## config.mk

```make
export PLATFORM = sky130hd
export DESIGN_NAME = ftac_rule_cell
export DESIGN_NICKNAME = d
export VERILOG_FILES = /design/src/rtl/ftac_pkg.sv /design/src/rtl/ftac_rule_cell.sv
export SDC_FILE = /design/constraint.sdc
export NUM_CORES = 1
export LEC_CHECK = 0
export BUFFER_PORTS_ARGS = -buffer_cell sky130_fd_sc_hd__buf_2
export CORE_ASPECT_RATIO = 0.9
export CORE_UTILIZATION = 30
export DETAILED_ROUTE_END_ITERATION = 6
export GPL_ROUTABILITY_DRIVEN = 0
export HOLD_SLACK_MARGIN = 0.08
export SETUP_SLACK_MARGIN = 0.15
export SYNTH_ARGS = -nofsm -noshare
export SYNTH_HDL_FRONTEND = slang
export SYNTH_SLANG_ARGS = --single-unit
```

## constraint.sdc

```tcl
create_clock -name clock -period 2.8 [get_ports clock]
set_input_delay 0.56 -clock clock [delete_from_list [all_inputs] [get_ports clock]]
set_output_delay 0.56 -clock clock [all_outputs]
set_load 0.05 [all_outputs]
```

## src/rtl/ftac_pkg.sv

```systemverilog
// Shared types and constants for the five-tuple classifier.
package ftac_pkg;

   localparam logic [1:0] OP_CLASSIFY  = 2'd0;
   localparam logic [1:0] OP_WRITE     = 2'd1;
   localparam logic [1:0] OP_BLACKLIST = 2'd2;

   localparam logic [1:0] ACT_ALLOW = 2'd0;
   localparam logic [1:0] ACT_DENY  = 2'd1;
   localparam logic [1:0] ACT_LOG   = 2'd2;
   localparam logic [1:0] ACT_BAD   = 2'd3;

   typedef struct packed {
      logic [1:0]  opcode;
      logic [3:0]  rule_slot;
      logic [31:0] src_ip;
      logic [31:0] dst_ip;
      logic [15:0] src_port;
      logic [15:0] dst_port;
      logic [7:0]  protocol;
      logic [31:0] src_mask;
      logic [31:0] dst_mask;
      logic [15:0] src_port_max;
      logic [15:0] dst_port_max;
      logic [1:0]  rule_action;
   } req_type;

   typedef struct packed {
      logic [1:0]  verdict;
      logic        rule_matched;
      logic [3:0]  matched_index;
      logic [31:0] hit_count;
      logic        blacklisted;
      logic        status;
   } rsp_type;

endpackage

```

## src/rtl/ftac_rule_cell.sv

```systemverilog
// One rule cell: stored rule, hit counter and match compare.
module ftac_rule_cell
   import ftac_pkg::*;
   (
   input  logic        clock,
   input  logic        reset,
   input  logic        wr_en,
   input  req_type     wr_data,
   input  req_type     key,
   input  logic        inc_en,
   output logic        hit,
   output logic [1:0]  action,
   output logic [31:0] count_next
);
   logic [31:0] sv_ff, sm_ff, dv_ff, dm_ff;
   logic [15:0] spl_ff, sph_ff, dpl_ff, dph_ff;
   logic [7:0]  pr_ff;
   logic [1:0]  act_ff;
   logic [31:0] cnt_ff, cnt_in;

   // rule storage
   always_ff @(posedge clock) begin
      if (wr_en) begin
         sv_ff  <= wr_data.src_ip;
         sm_ff  <= wr_data.src_mask;
         dv_ff  <= wr_data.dst_ip;
         dm_ff  <= wr_data.dst_mask;
         spl_ff <= wr_data.src_port;
         sph_ff <= wr_data.src_port_max;
         dpl_ff <= wr_data.dst_port;
         dph_ff <= wr_data.dst_port_max;
         pr_ff  <= wr_data.protocol;
         act_ff <= (wr_data.rule_action == ACT_BAD) ? ACT_DENY : wr_data.rule_action;
      end
   end

   // match compare
   assign hit = ((key.src_ip & sm_ff) == sv_ff) && ((key.dst_ip & dm_ff) == dv_ff)
             && (pr_ff == 8'd0 || pr_ff == key.protocol)
             && key.src_port >= spl_ff && key.src_port <= sph_ff
             && key.dst_port >= dpl_ff && key.dst_port <= dph_ff;
   assign action     = act_ff;
   assign count_next = (cnt_ff == '1) ? cnt_ff : cnt_ff + 32'd1;

   // saturating hit counter
   always_comb begin
      cnt_in = cnt_ff;
      if (wr_en) cnt_in = '0;
      else if (inc_en) cnt_in = count_next;
   end

   always_ff @(posedge clock) begin
      if (reset) cnt_ff <= '0;
      else cnt_ff <= cnt_in;
   end
endmodule

```

==> flow_metrics.py <==
metrics = {
    "route": {
        "routed_wl_um": 27900,
        "first_pass_iters": 7,
        "viasPerCell": 4.46,
        "drc_errors": 0,
        "routedWlPerCell_um": 15.7,
        "vias": 7938,
        "drt_iter0_markers": 298,
        "antenna_left": 0,
    },
    "placed_design": {
        "postPlaceCellArea_um2": 13900,
        "post-place-ws_ns": -0.848,
        "portBuffers": 344,
        "place_hpwl_um": 20800,
    },
    "logic_synthesis": {
        "synth_async_sr_flop_share_pct": 0,
        "yosys.area.top_type": "edfxtp_1",
        "postSynthNetCount": 1315,
        "synth_edf_count": 202,
        "ys_seq_elements": 234,
        "synth_common_cells": "edfxtp_1, xor2_1, nand2_1, ha_1, inv_1",
        "synth_top_area_share_pct": 56.6,
        "synth-compound-area-share_pct": 5.04,
        "synth_top_family_by_area": "simple AND/OR/NAND/NOR gates",
        "synth_xor_area_share_pct": 9.64,
        "yosysWarnings": 0,
        "synth_cells": 830,
        "synth_fa_ha_area_share_pct": 7.58,
        "synthMuxAreaShare_pct": 0.385,
        "synth_ff_type": "edfxtp_1",
        "synth_area_um2": 10700,
        "yosys-top-cells-area": "edfxtp_1, ha_1, xor2_1",
        "synth-simple-area-share_pct": 11.9,
        "synth-seq-area-share_pct": 62.5,
        "synth.avg_cell_area_um2": 12.9,
        "synth.most_common_cell": "edfxtp_1",
        "ys_types": 50,
    },
    "layout": {
        "design_area_um2": 15800,
        "post-route-util_pct": 44.9,
        "area.growth.synth_to_final_pct": 47.0,
        "register_area_um2": 6720,
        "multi_input_comb_area_um2": 4450,
        "drive_above_1_share_pct": 45.5,
        "nets": 1774,
        "n_fill_cell": 3291,
    },
    "critical_path": {
        "setup.worst_path.start_class": "flip-flop",
        "critPathMaxStageDelay_ns": 0.38,
        "required_ns": 2.24,
        "critPathBufInv": 3,
        "critPathArrivalTime_ns": 2.78,
        "slowest_stage": "edfxtp_1",
        "critical_path.max_fanout": 2,
        "crit_path_end_kind": "primary output",
        "cp_top_family": "compound AO/OA/AOI/OAI gates",
        "worstSetupPathType": "reg -> out",
        "crit_chain": "inv_2, ha_4, nor2b_1, o211ai_1, a21oi_1, a211o_1, a22o_1, nor4_4, buf_4, and4_4, buf_8",
    },
    "power_and_ir_drop": {
        "ir_drop_v": 0.000448,
        "power.density_nw_per_um2": 552,
        "power_leakage_nw": 6.77,
    },
    "grt": {
        "grt_max_degree": 92,
        "grt_pass1_vias": 8038,
        "grt_overflow": 0,
        "grt_first_pass_wirelength_um": 42600,
        "grtUsageTotal_pct": 14.9,
        "antenna_found_initial": 2,
    },
    "floorplan": {
        "core_um2": 35100,
        "io_pins": 455,
        "row_count": 65,
        "initial_core_util_pct": 30.5,
        "die_area_um2": 36500,
        "die_w_um": 201,
        "die_h_um": 181,
    },
    "hold_path": {
        "hold_path_class": "in -> reg",
    },
    "sta": {
        "final.period_utilization_pct": 119,
        "slew_headroom_pct": 51.2,
        "setup_violations": 33,
        "fin_crit_ns": 3.34,
        "timing.final.ws_setup_ns": -0.541,
        "fmax_mhz": 299,
        "worstMarginPinSlew_ns": 0.732,
        "setup-tns-final_ns": -5.64,
        "drv_slew": 0,
        "finalClockSkew_ns": 0.0100,
        "rsz0062_at_grt": "yes",
        "finalHoldViolCount": 0,
    },
    "job": {
        "drv_cap": 0,
    },
    "outcome": {
        "status": "complete, but fails checks",
        "violations": "setup timing",
    },
    "cts": {
        "h-tree-depth": 1,
        "clk_pin_slew_ns": 0.06,
        "cts.sinks": 234,
        "clockRootBuffer": "clkbuf_16",
        "ctsHoldBuffers": 0,
        "clk_latency_ns": 0.55,
        "clock_path_buffers": 3,
        "numCtsBuffers": 28,
        "cts_tree": "done",
    },
}
-- repair_timing --
item | 4_1_cts | 5_1_grt
resized for setup | 153 | 25
setup endpoints to repair | 33 | 33
buffers inserted | 22 | 7
endpoints found under the hold margin | 0 | 0
pin swaps | 36 | 21
-- cells in the final DEF (no fill, tap or decap), types with 15 or more instances in the layout --
cell       Yosys  routed
inv_1         65      64
nand2_1       88      81
ha_1          65      62
edfxtp_1     202     202
nor2_1        36      22
buf_6          0      45
clkbuf_16      0      29
nand4_1       36      36
buf_2          3     310
nand3_1       21      15
dfxtp_1       32      25
o21ai_0       22      21
buf_4          2      77
a21oi_1       33      33
xor2_1        92      73
-- worst paths after layout --
kind / startpoint / to / slack [ns] / cells past startpoint
worst min-delay path: wr_data[50] / dm_ff[16] / 0.18 / 1
worst max register to register: cnt_ff[0] / cnt_ff[5] / 0.56 / 11
worst max-delay path: dph_ff[1] / hit / -0.54 / 11
worst min register to register: cnt_ff[3] / cnt_ff[3] / 0.52 / 2
-- kinds of logic (layout without fill, tap and decap cells) --
group / Yosys count / in the layout
muxes: 4 / 4
AOI/OAI and AO/OA: 85 / 85
xor gates and xnor gates: 118 / 118
other: 0 / 2
buffers and inverters: 78 / 556
and+or+nand+nor: 246 / 246
adders and majority gates: 65 / 65
DFF: 234 / 234
-- metrics by stage --
step / instances / hold slack (ns) / total power [mW]
3_5_place_dp: 1700 / 0.508 / 5.00
5_1_grt: 1778 / 0.150 / 9.07
3_3_place_gp: 1700 / 0.507 / 4.97
4_1_cts: 1771 / 0.143 / 8.84
2_1_floorplan: 830 / 0.476 / 4.54
6_report: 1779 / 0.181 / 8.70
-- power by group --
part / internal, mW / switching, mW / leakage (nW)
registers: 4.05 / 0.0798 / 2.24
logic: 0.398 / 0.396 / 4.06
clock network: 2.33 / 1.44 / 0.473
total: 6.79 / 1.91 / 6.77
-- per-layer routing --
layer | GRT usage, % | wire length (um) | share of wire (%) | up-vias
li1 | - | - | - | 3911
met1 | 18.8 | 11900 | 42 | 3748
met2 | 25.3 | 13600 | 49 | 234
met3 | 3.84 | 1790 | 6.4 | 43
met4 | 3.85 | 685 | 2.5 | 2
met5 | 0 | 8 | 0.029 | -
-- state kept, by name (all words and copies together) (netlist names), 8 cells and up --
signal / count
cnt_ff: 32
dm_ff: 32
dv_ff: 32
sm_ff: 32
sv_ff: 32
dph_ff: 16
dpl_ff: 16
sph_ff: 16
spl_ff: 16
pr_ff: 8
-- final cells by class --
type	count	share of cell area (%)
Multi-Input combinational cell	518	28.2
Inverter	65	1.55
Timing Repair Buffer	442	17.8
Clock inverter	17	1.36
Sequential cell	234	42.6
Antenna cell	2	0.0317
Tap cell	469	3.72
Clock buffer	32	4.67
Note: power is estimated with default switching activity, not from simulation.
