===== config.mk =====
export PLATFORM = sky130hd
export DESIGN_NAME = ftac_deny_cell
export DESIGN_NICKNAME = d
export VERILOG_FILES = /design/src/rtl/ftac_deny_cell.sv
export SDC_FILE = /design/constraint.sdc
export NUM_CORES = 1
export LEC_CHECK = 0
export BUFFER_PORTS_ARGS = -buffer_cell sky130_fd_sc_hd__buf_2
export CAP_MARGIN = 15
export CORE_ASPECT_RATIO = 2
export CORE_MARGIN = 1.5
export CORE_UTILIZATION = 44
export CTS_BUF_LIST = sky130_fd_sc_hd__clkbuf_4 sky130_fd_sc_hd__clkbuf_8 sky130_fd_sc_hd__clkbuf_16
export DETAILED_ROUTE_END_ITERATION = 7
export MAX_ROUTING_LAYER = met4
export PLACE_DENSITY_LB_ADDON = 0.05
export SETUP_SLACK_MARGIN = 0.02
export SKIP_LAST_GASP = 1
export SYNTH_ARGS = -nofsm -noshare
export SYNTH_HDL_FRONTEND = slang
export SYNTH_SLANG_ARGS = --single-unit

===== constraint.sdc =====
create_clock -name clock -period 1.4 [get_ports clock]
set_input_delay 0.28 -clock clock [delete_from_list [all_inputs] [get_ports clock]]
set_output_delay 0.28 -clock clock [all_outputs]
set_load 0.02 [all_outputs]

===== src/rtl/ftac_deny_cell.sv =====
// One blacklist cell: address register, valid flag and compare.
module ftac_deny_cell (
   input  logic        clock,
   input  logic        reset,
   input  logic        wr_en,
   input  logic [31:0] wr_addr,
   input  logic [31:0] key,
   output logic        used,
   output logic        hit
);
   logic [31:0] addr_ff;
   logic        used_ff;

   always_ff @(posedge clock) begin
      if (wr_en) addr_ff <= wr_addr;
   end

   always_ff @(posedge clock) begin
      if (reset) used_ff <= 1'b0;
      else if (wr_en) used_ff <= 1'b1;
   end

   assign used = used_ff;
   assign hit  = used_ff && (addr_ff == key);
endmodule


==> results of run 1 <==
## Yosys cell counts (all sizes together)
library cell  instances  area share [%]
edfxtp               32              72
nand4                 1            0.47
xnor2                 1            0.65
nand3                 2            0.74
xor2                 31              20
nor4                  7             3.3
nor2                  2            0.56
dfxtp                 1             1.5
nor3                  2             1.1
## worst max-delay path, stage by stage, from the launching register on
cell      delay (ns)
edfxtp_1        0.38
xor2_1          0.17
nor4_2          0.38
nand3_1         0.19
nor3_4          0.22
buf_6           0.14
## kinds of logic (layout without fill, tap and decap cells)
family,Yosys count,in the layout
buf+inv,0,78
flops,33,33
xor+xnor,32,32
simple gates,14,14
## layer usage
metal / GRT usage (%) / vias up / wire length, µm / part of all wire, %
met2: 26.9 / 44 / 1300 / 57
met3: 5.11 / 6 / 174 / 7.6
met5: - / - / 0 / 0
li1: - / 442 / - / -
met4: 12.2 / 0 / 93 / 4.1
met1: 12.8 / 394 / 703 / 31
## final timing paths
check / end / slack [ns] / depth (start not counted)
min reg2reg: used / 0.50 / 2
max reg2reg: used / 0.84 / 2
max: hit / -0.63 / 5
min: used / 0.15 / 2
## through the flow
stage | util [%] | cell area (µm²) | setup slack, ns | hold WS (ns) | std cells
global route | 64.2 | 1890 | -0.664 | 0.144 | 187
finish | 64.2 | 1890 | -0.628 | 0.149 | 187
CTS | 63.9 | 1880 | -0.600 | 0.135 | 187
detailed placement | 59.7 | 1760 | -0.427 | 0.438 | 179
global placement | 59.7 | 1760 | -0.387 | 0.438 | 179
floorplan | - | 1350 | -0.0750 | 0.352 | 79
## report_power, final
group / total (mW) / internal (mW) / switching, mW / leakage, nW
Combinational: 0.232 / 0.130 / 0.102 / 0.447
Sequential: 1.20 / 1.17 / 0.0326 / 0.322
Clock: 0.749 / 0.443 / 0.306 / 0.0542
## registers in the layout, summed over array words and instances (netlist names)
signal and count:
used 1, addr_ff 32
## area by class of cell
class,count,area [µm²]
clock buffer,7,96.3
clock inverter,1,5.00
fill,232,1050
multi-input combinational,46,394
sequential,33,981
tap,30,37.5
timing repair buffer,70,374
## timing repair
| item | CTS | global route |
|---|---|---|
| pin swaps | 3 | 2 |
| gates resized for setup | 5 | 1 |
| endpoints found under the setup margin | 1 | 1 |
| hold endpoints to repair | 0 | 0 |
==> results.md, run 1 <==
* Port bufs at 68
* Synth Area in XOR/XNOR at 20.9%
* Starting density of the core at 45.7%
* Class of the worst hold path: in2reg
* Max clock buf depth at 2
* CTS clk-pin slew, worst paths at 0.06 ns
* Synthesized area at 1340 µm²
* Final Worst Setup Slack at -0.628 ns
* Clock Skews at 0 ns
* Die H at 81.2 µm
* Crit path max fanout at 1
* # Max-Cap Violations at 0
* Area Overhead vs Synth at 40.5%
* Critical path class: reg2out
* Num Clock Sinks at 33
* Final-report hold violation count at 0
* Most frequent cells in the layout: buf_2, edfxtp_1, xor2_1
* Reported leakage power at 0.823 nW
* # setup viols final at 1
* Worst skew pair latency at 0.28 ns
* Post-synth cell types at 10
* Reg-to-Reg Start: used
* Vias in the first global route at 931
* Synth Area in Simple Gates at 6.15%
* Final total negative setup slack at -0.628 ns
* First DRT Iteration DRCs at 18
* Total Routing Usage GR at 15.4%
* Tcrit/Tclk final at 145%
* Actual slew at the worst max-slew pin at 0.338 ns
* Complex-gate fraction of the synthesized area at 0%
* Post-layout nets at 223
* Die Width at 42.1 µm
* Commonest non-fill, non-tap cell in the layout: buf_2
* Adder-Cell Fraction of Synth Area at 0%
* DP Wirelength at 1840 µm
* Design Power at 2.18 mW
* Sequential area share after synthesis at 73.0%
* Post-synthesis mux area share at 0%
* Hold_buf cts at 0
* Max Fclk at 493 MHz
* Seq cells post-synth at 33
* CTS tree: built
* HP Start: reset
* Placeable Area at 2940 µm²
* Synthesized area per cell at 17.0 µm²
* Mapped Nets at 146
* Largest net degree at the start of global routing at 26
* Remaining global-route overflow at 0
* First-pass GRT wire length at 3590 µm
* Rel. slew slack at 77.3%
* H-Tree Level Count at 2
* DRC violations left at 0
* IO Pins at 69
* Initial antenna violation count at 0
* Placer Congestion at 0.657
* Crit path launch: addr_ff[21]
* Worst EP arrival at 1.75 ns
* Layout cell share with drive strength beyond 1 at 52.9%
* Cells after Synth at 79
* Clock root cell: clkbuf_8
* Failing checks: setup timing
* Worst setup EP type: primary output
* Post-DRT Antenna Nets at 0
* Final WL at 2280 µm
* CTS Buf Count at 5
* Routed len/inst at 12.2 µm
* Largest family of logic cells by synthesized area: XOR/XNOR gates
* Status: finished, violations left
* Worst Path Required at 1.12 ns
* FP Rows at 28
* Post-CTS setup buffer count at 0
* Vias/cell at 4.74
* Worst vdd ir at 1.15 mV
* Fin crit period at 2.03 ns
* Number of diodes at 0
* Max Transition Viols Final at 0
* Critical Path Start Type: register
* Ys Warns at 0
* Unrepaired setup endpoints after global routing: true
* Via count at 886
* Pwr Density at 1160 nW/µm²
* DIE AREA at 3410 µm²
* TritonRoute pass-1 iters at 3
Note: power is estimated with default switching activity, not from simulation.
==> run 2: changes to the inputs <==
Settings changed: CORE_UTILIZATION 44 to 35, CTS_CLUSTER_DIAMETER set to 120.
==> results.md, run 2 (same netlist as run 1, synthesis figures left out) <==
* Vias/cell at 4.32 (-8.8%)
* Critical Path Start Type: register
* Remaining global-route overflow at 0 (unchanged)
* Via count at 890 (+0.45%)
* Sw Ratio at 20.1% (-0.081 points)
* DRC violations left at 0 (unchanged)
* Placed inst area at 1780 µm² (+1.4%)
* Worst EP arrival at 1.68 ns (-0.07 ns)
* Area Overhead vs Synth at 40.6% (about the same)
* Actual slew at the worst max-slew pin at 0.327 ns (-0.0110 ns)
* CTS tree: built
* Post-CTS setup buffer count at 0 (unchanged)
* Worst vdd ir at 0.726 mV (-37%)
* Max FFs per register at 32 (unchanged)
* Fill count at 368 (+59%)
* Layout cell share with drive strength beyond 1 at 51.6% (-1.3 points)
* FP Rows at 31 (+11%)
* Max Fclk at 510 MHz (+3.4%)
* Final-report hold violation count at 0 (unchanged)
* TritonRoute pass-1 iters at 2 (-1)
* Post-layout nets at 223 (unchanged)
* Status: finished, violations left
* Sw power at 430 µW (-2.5%)
* Design Power at 2.14 mW (-2.1%)
* Combinational share of power at 10.6% (about the same)
* CTS Buf Count at 5 (unchanged)
* Reported leakage power at 0.817 nW (-0.66%)
* Hold path depth at 2 (unchanged)
* Failing checks: setup timing
* # setup viols final at 1 (unchanged)
* Clock root cell: clkbuf_8
* Max Transition Viols Final at 0 (unchanged)
* Class of the worst hold path: in2reg
* Multi-input logic area at 382 µm² (-3.2%)
* Finished Cell Area at 1890 µm² (about the same)
* Final WL at 2410 µm (+6.0%)
* Internal power at 1.71 mW (-2.0%)
* Starting density of the core at 36.9% (-8.8 points)
* Seq. cell area at 981 µm² (unchanged)
* Worst skew pair latency at 0.27 ns (about the same)
* Clock Skews at 0 ns (unchanged)
* Routed len/inst at 11.7 µm (-3.8%)
* Top reg by flops: addr_ff
* First DRT Iteration DRCs at 11 (-7)
* Commonest non-fill, non-tap cell in the layout: buf_2
* Reg power frac at 56.2% (+1.1 points)
* Unrepaired setup endpoints after global routing: true
* Tcrit/Tclk final at 140% (-4.8 points)
* Fin crit period at 1.96 ns (-0.0671 ns)
* Crit path max fanout at 1 (unchanged)
* DIE AREA at 4240 µm² (+24%)
* Rel. slew slack at 78.0% (+0.72 points)
* Max clock buf depth at 2 (unchanged)
* Final Worst Setup Slack at -0.561 ns (+0.0671 ns)
* Largest net degree at the start of global routing at 34 (+31%)
* Port bufs at 68 (unchanged)
* Pwr Density at 1130 nW/µm² (-2.1%)
* H-Tree Level Count at 2 (unchanged)
* Vias in the first global route at 961 (+3.2%)
* IO Pins at 69 (unchanged)
* Die H at 90.6 µm (+12%)
* First-pass GRT wire length at 3540 µm (-1.4%)
* Die Width at 46.8 µm (+11%)
* Initial antenna violation count at 0 (unchanged)
* Worst setup EP type: primary output
* Finished Layout Cells at 206 (+10%)
* Number of diodes at 0 (unchanged)
* R2R depth at 2 (unchanged)
* Placer Congestion at 0.694 (+5.6%)
* Worst Path Required at 1.12 ns (about the same)
* Critical path class: reg2out
* Num Clock Sinks at 33 (unchanged)
* Placed cells at 198 (+11%)
* DP Wirelength at 1940 µm (+5.3%)
* Total Routing Usage GR at 12.2% (-3.1 points)
* Placeable Area at 3650 µm² (+24%)
* CTS clk-pin slew, worst paths at 0.06 ns (about the same)
* # Max-Cap Violations at 0 (unchanged)
* Most frequent cells in the layout: buf_2, edfxtp_1, xor2_1
* Post-DRT Antenna Nets at 0 (unchanged)
* Clock share of power at 33.3% (-1.0 points)
[run 2: final cells by class]
cell class                 instances  area share [%]
clock buffer                       8            4.83
multi-input combinational         46            20.2
sequential                        33            51.9
tap                               49            3.25
timing repair buffer              70            19.8
[run 2: worst max-delay path, cell delays in order, from the launching register on]
cell and delay [ns]:
edfxtp_1 0.38, xor2_1 0.16, nor4_2 0.30, buf_4 0.15, nand4_1 0.13, nor3_4 0.15
buf_6 0.14
[run 2: worst paths after layout]
path / start / endpoint / slack [ns]
setup / recovery: addr_ff[11] / hit / -0.56
hold / removal: reset / used / 0.15
setup reg to reg: used / used / 0.84
hold reg to reg: used / used / 0.50
[run 2: per-layer routing]
metal / vias up / global-route usage (%) / routed length (µm) / share of wire [%]
li1: 443 / - / - / -
met1: 398 / 9.73 / 711 / 29
met2: 43 / 21.6 / 1420 / 59
met3: 6 / 4.20 / 229 / 9.5
met4: 0 / 6.94 / 49 / 2.0
met5: - / - / 0 / 0
[run 2: through the flow]
| stage | hold slack, ns | TNS, ns | util, % | worst slack [ns] |
|---|---|---|---|---|
| 6_report | 0.153 | -0.561 | 51.8 | -0.561 |
| 3_3_place_gp | 0.439 | -0.418 | 48.8 | -0.418 |
| 3_5_place_dp | 0.440 | -0.428 | 48.8 | -0.428 |
| 4_1_cts | 0.143 | -0.637 | 51.8 | -0.637 |
| 5_1_grt | 0.144 | -0.709 | 51.8 | -0.709 |
| 2_1_floorplan | 0.352 | -0.0750 | - | -0.0750 |
[run 2: timing repair]
| action | CTS | global route |
|---|---|---|
| hold endpoints to repair | 0 | 0 |
| cloned | 0 | 0 |
| pin swaps | 1 | 0 |
| resized for setup | 4 | 0 |
| hold buffers | 0 | 0 |
| setup endpoints to repair | 1 | 1 |
[run 2: power by group through the flow]
stage	Sequential [mW]	Combinational, mW	Clock (mW)
6_report	1.20	0.226	0.712
5_1_grt	1.21	0.252	0.778
4_1_cts	1.20	0.232	0.749
3_5_place_dp	1.22	0.224	0
2_1_floorplan	1.22	0.0817	0
3_3_place_gp	1.22	0.217	0
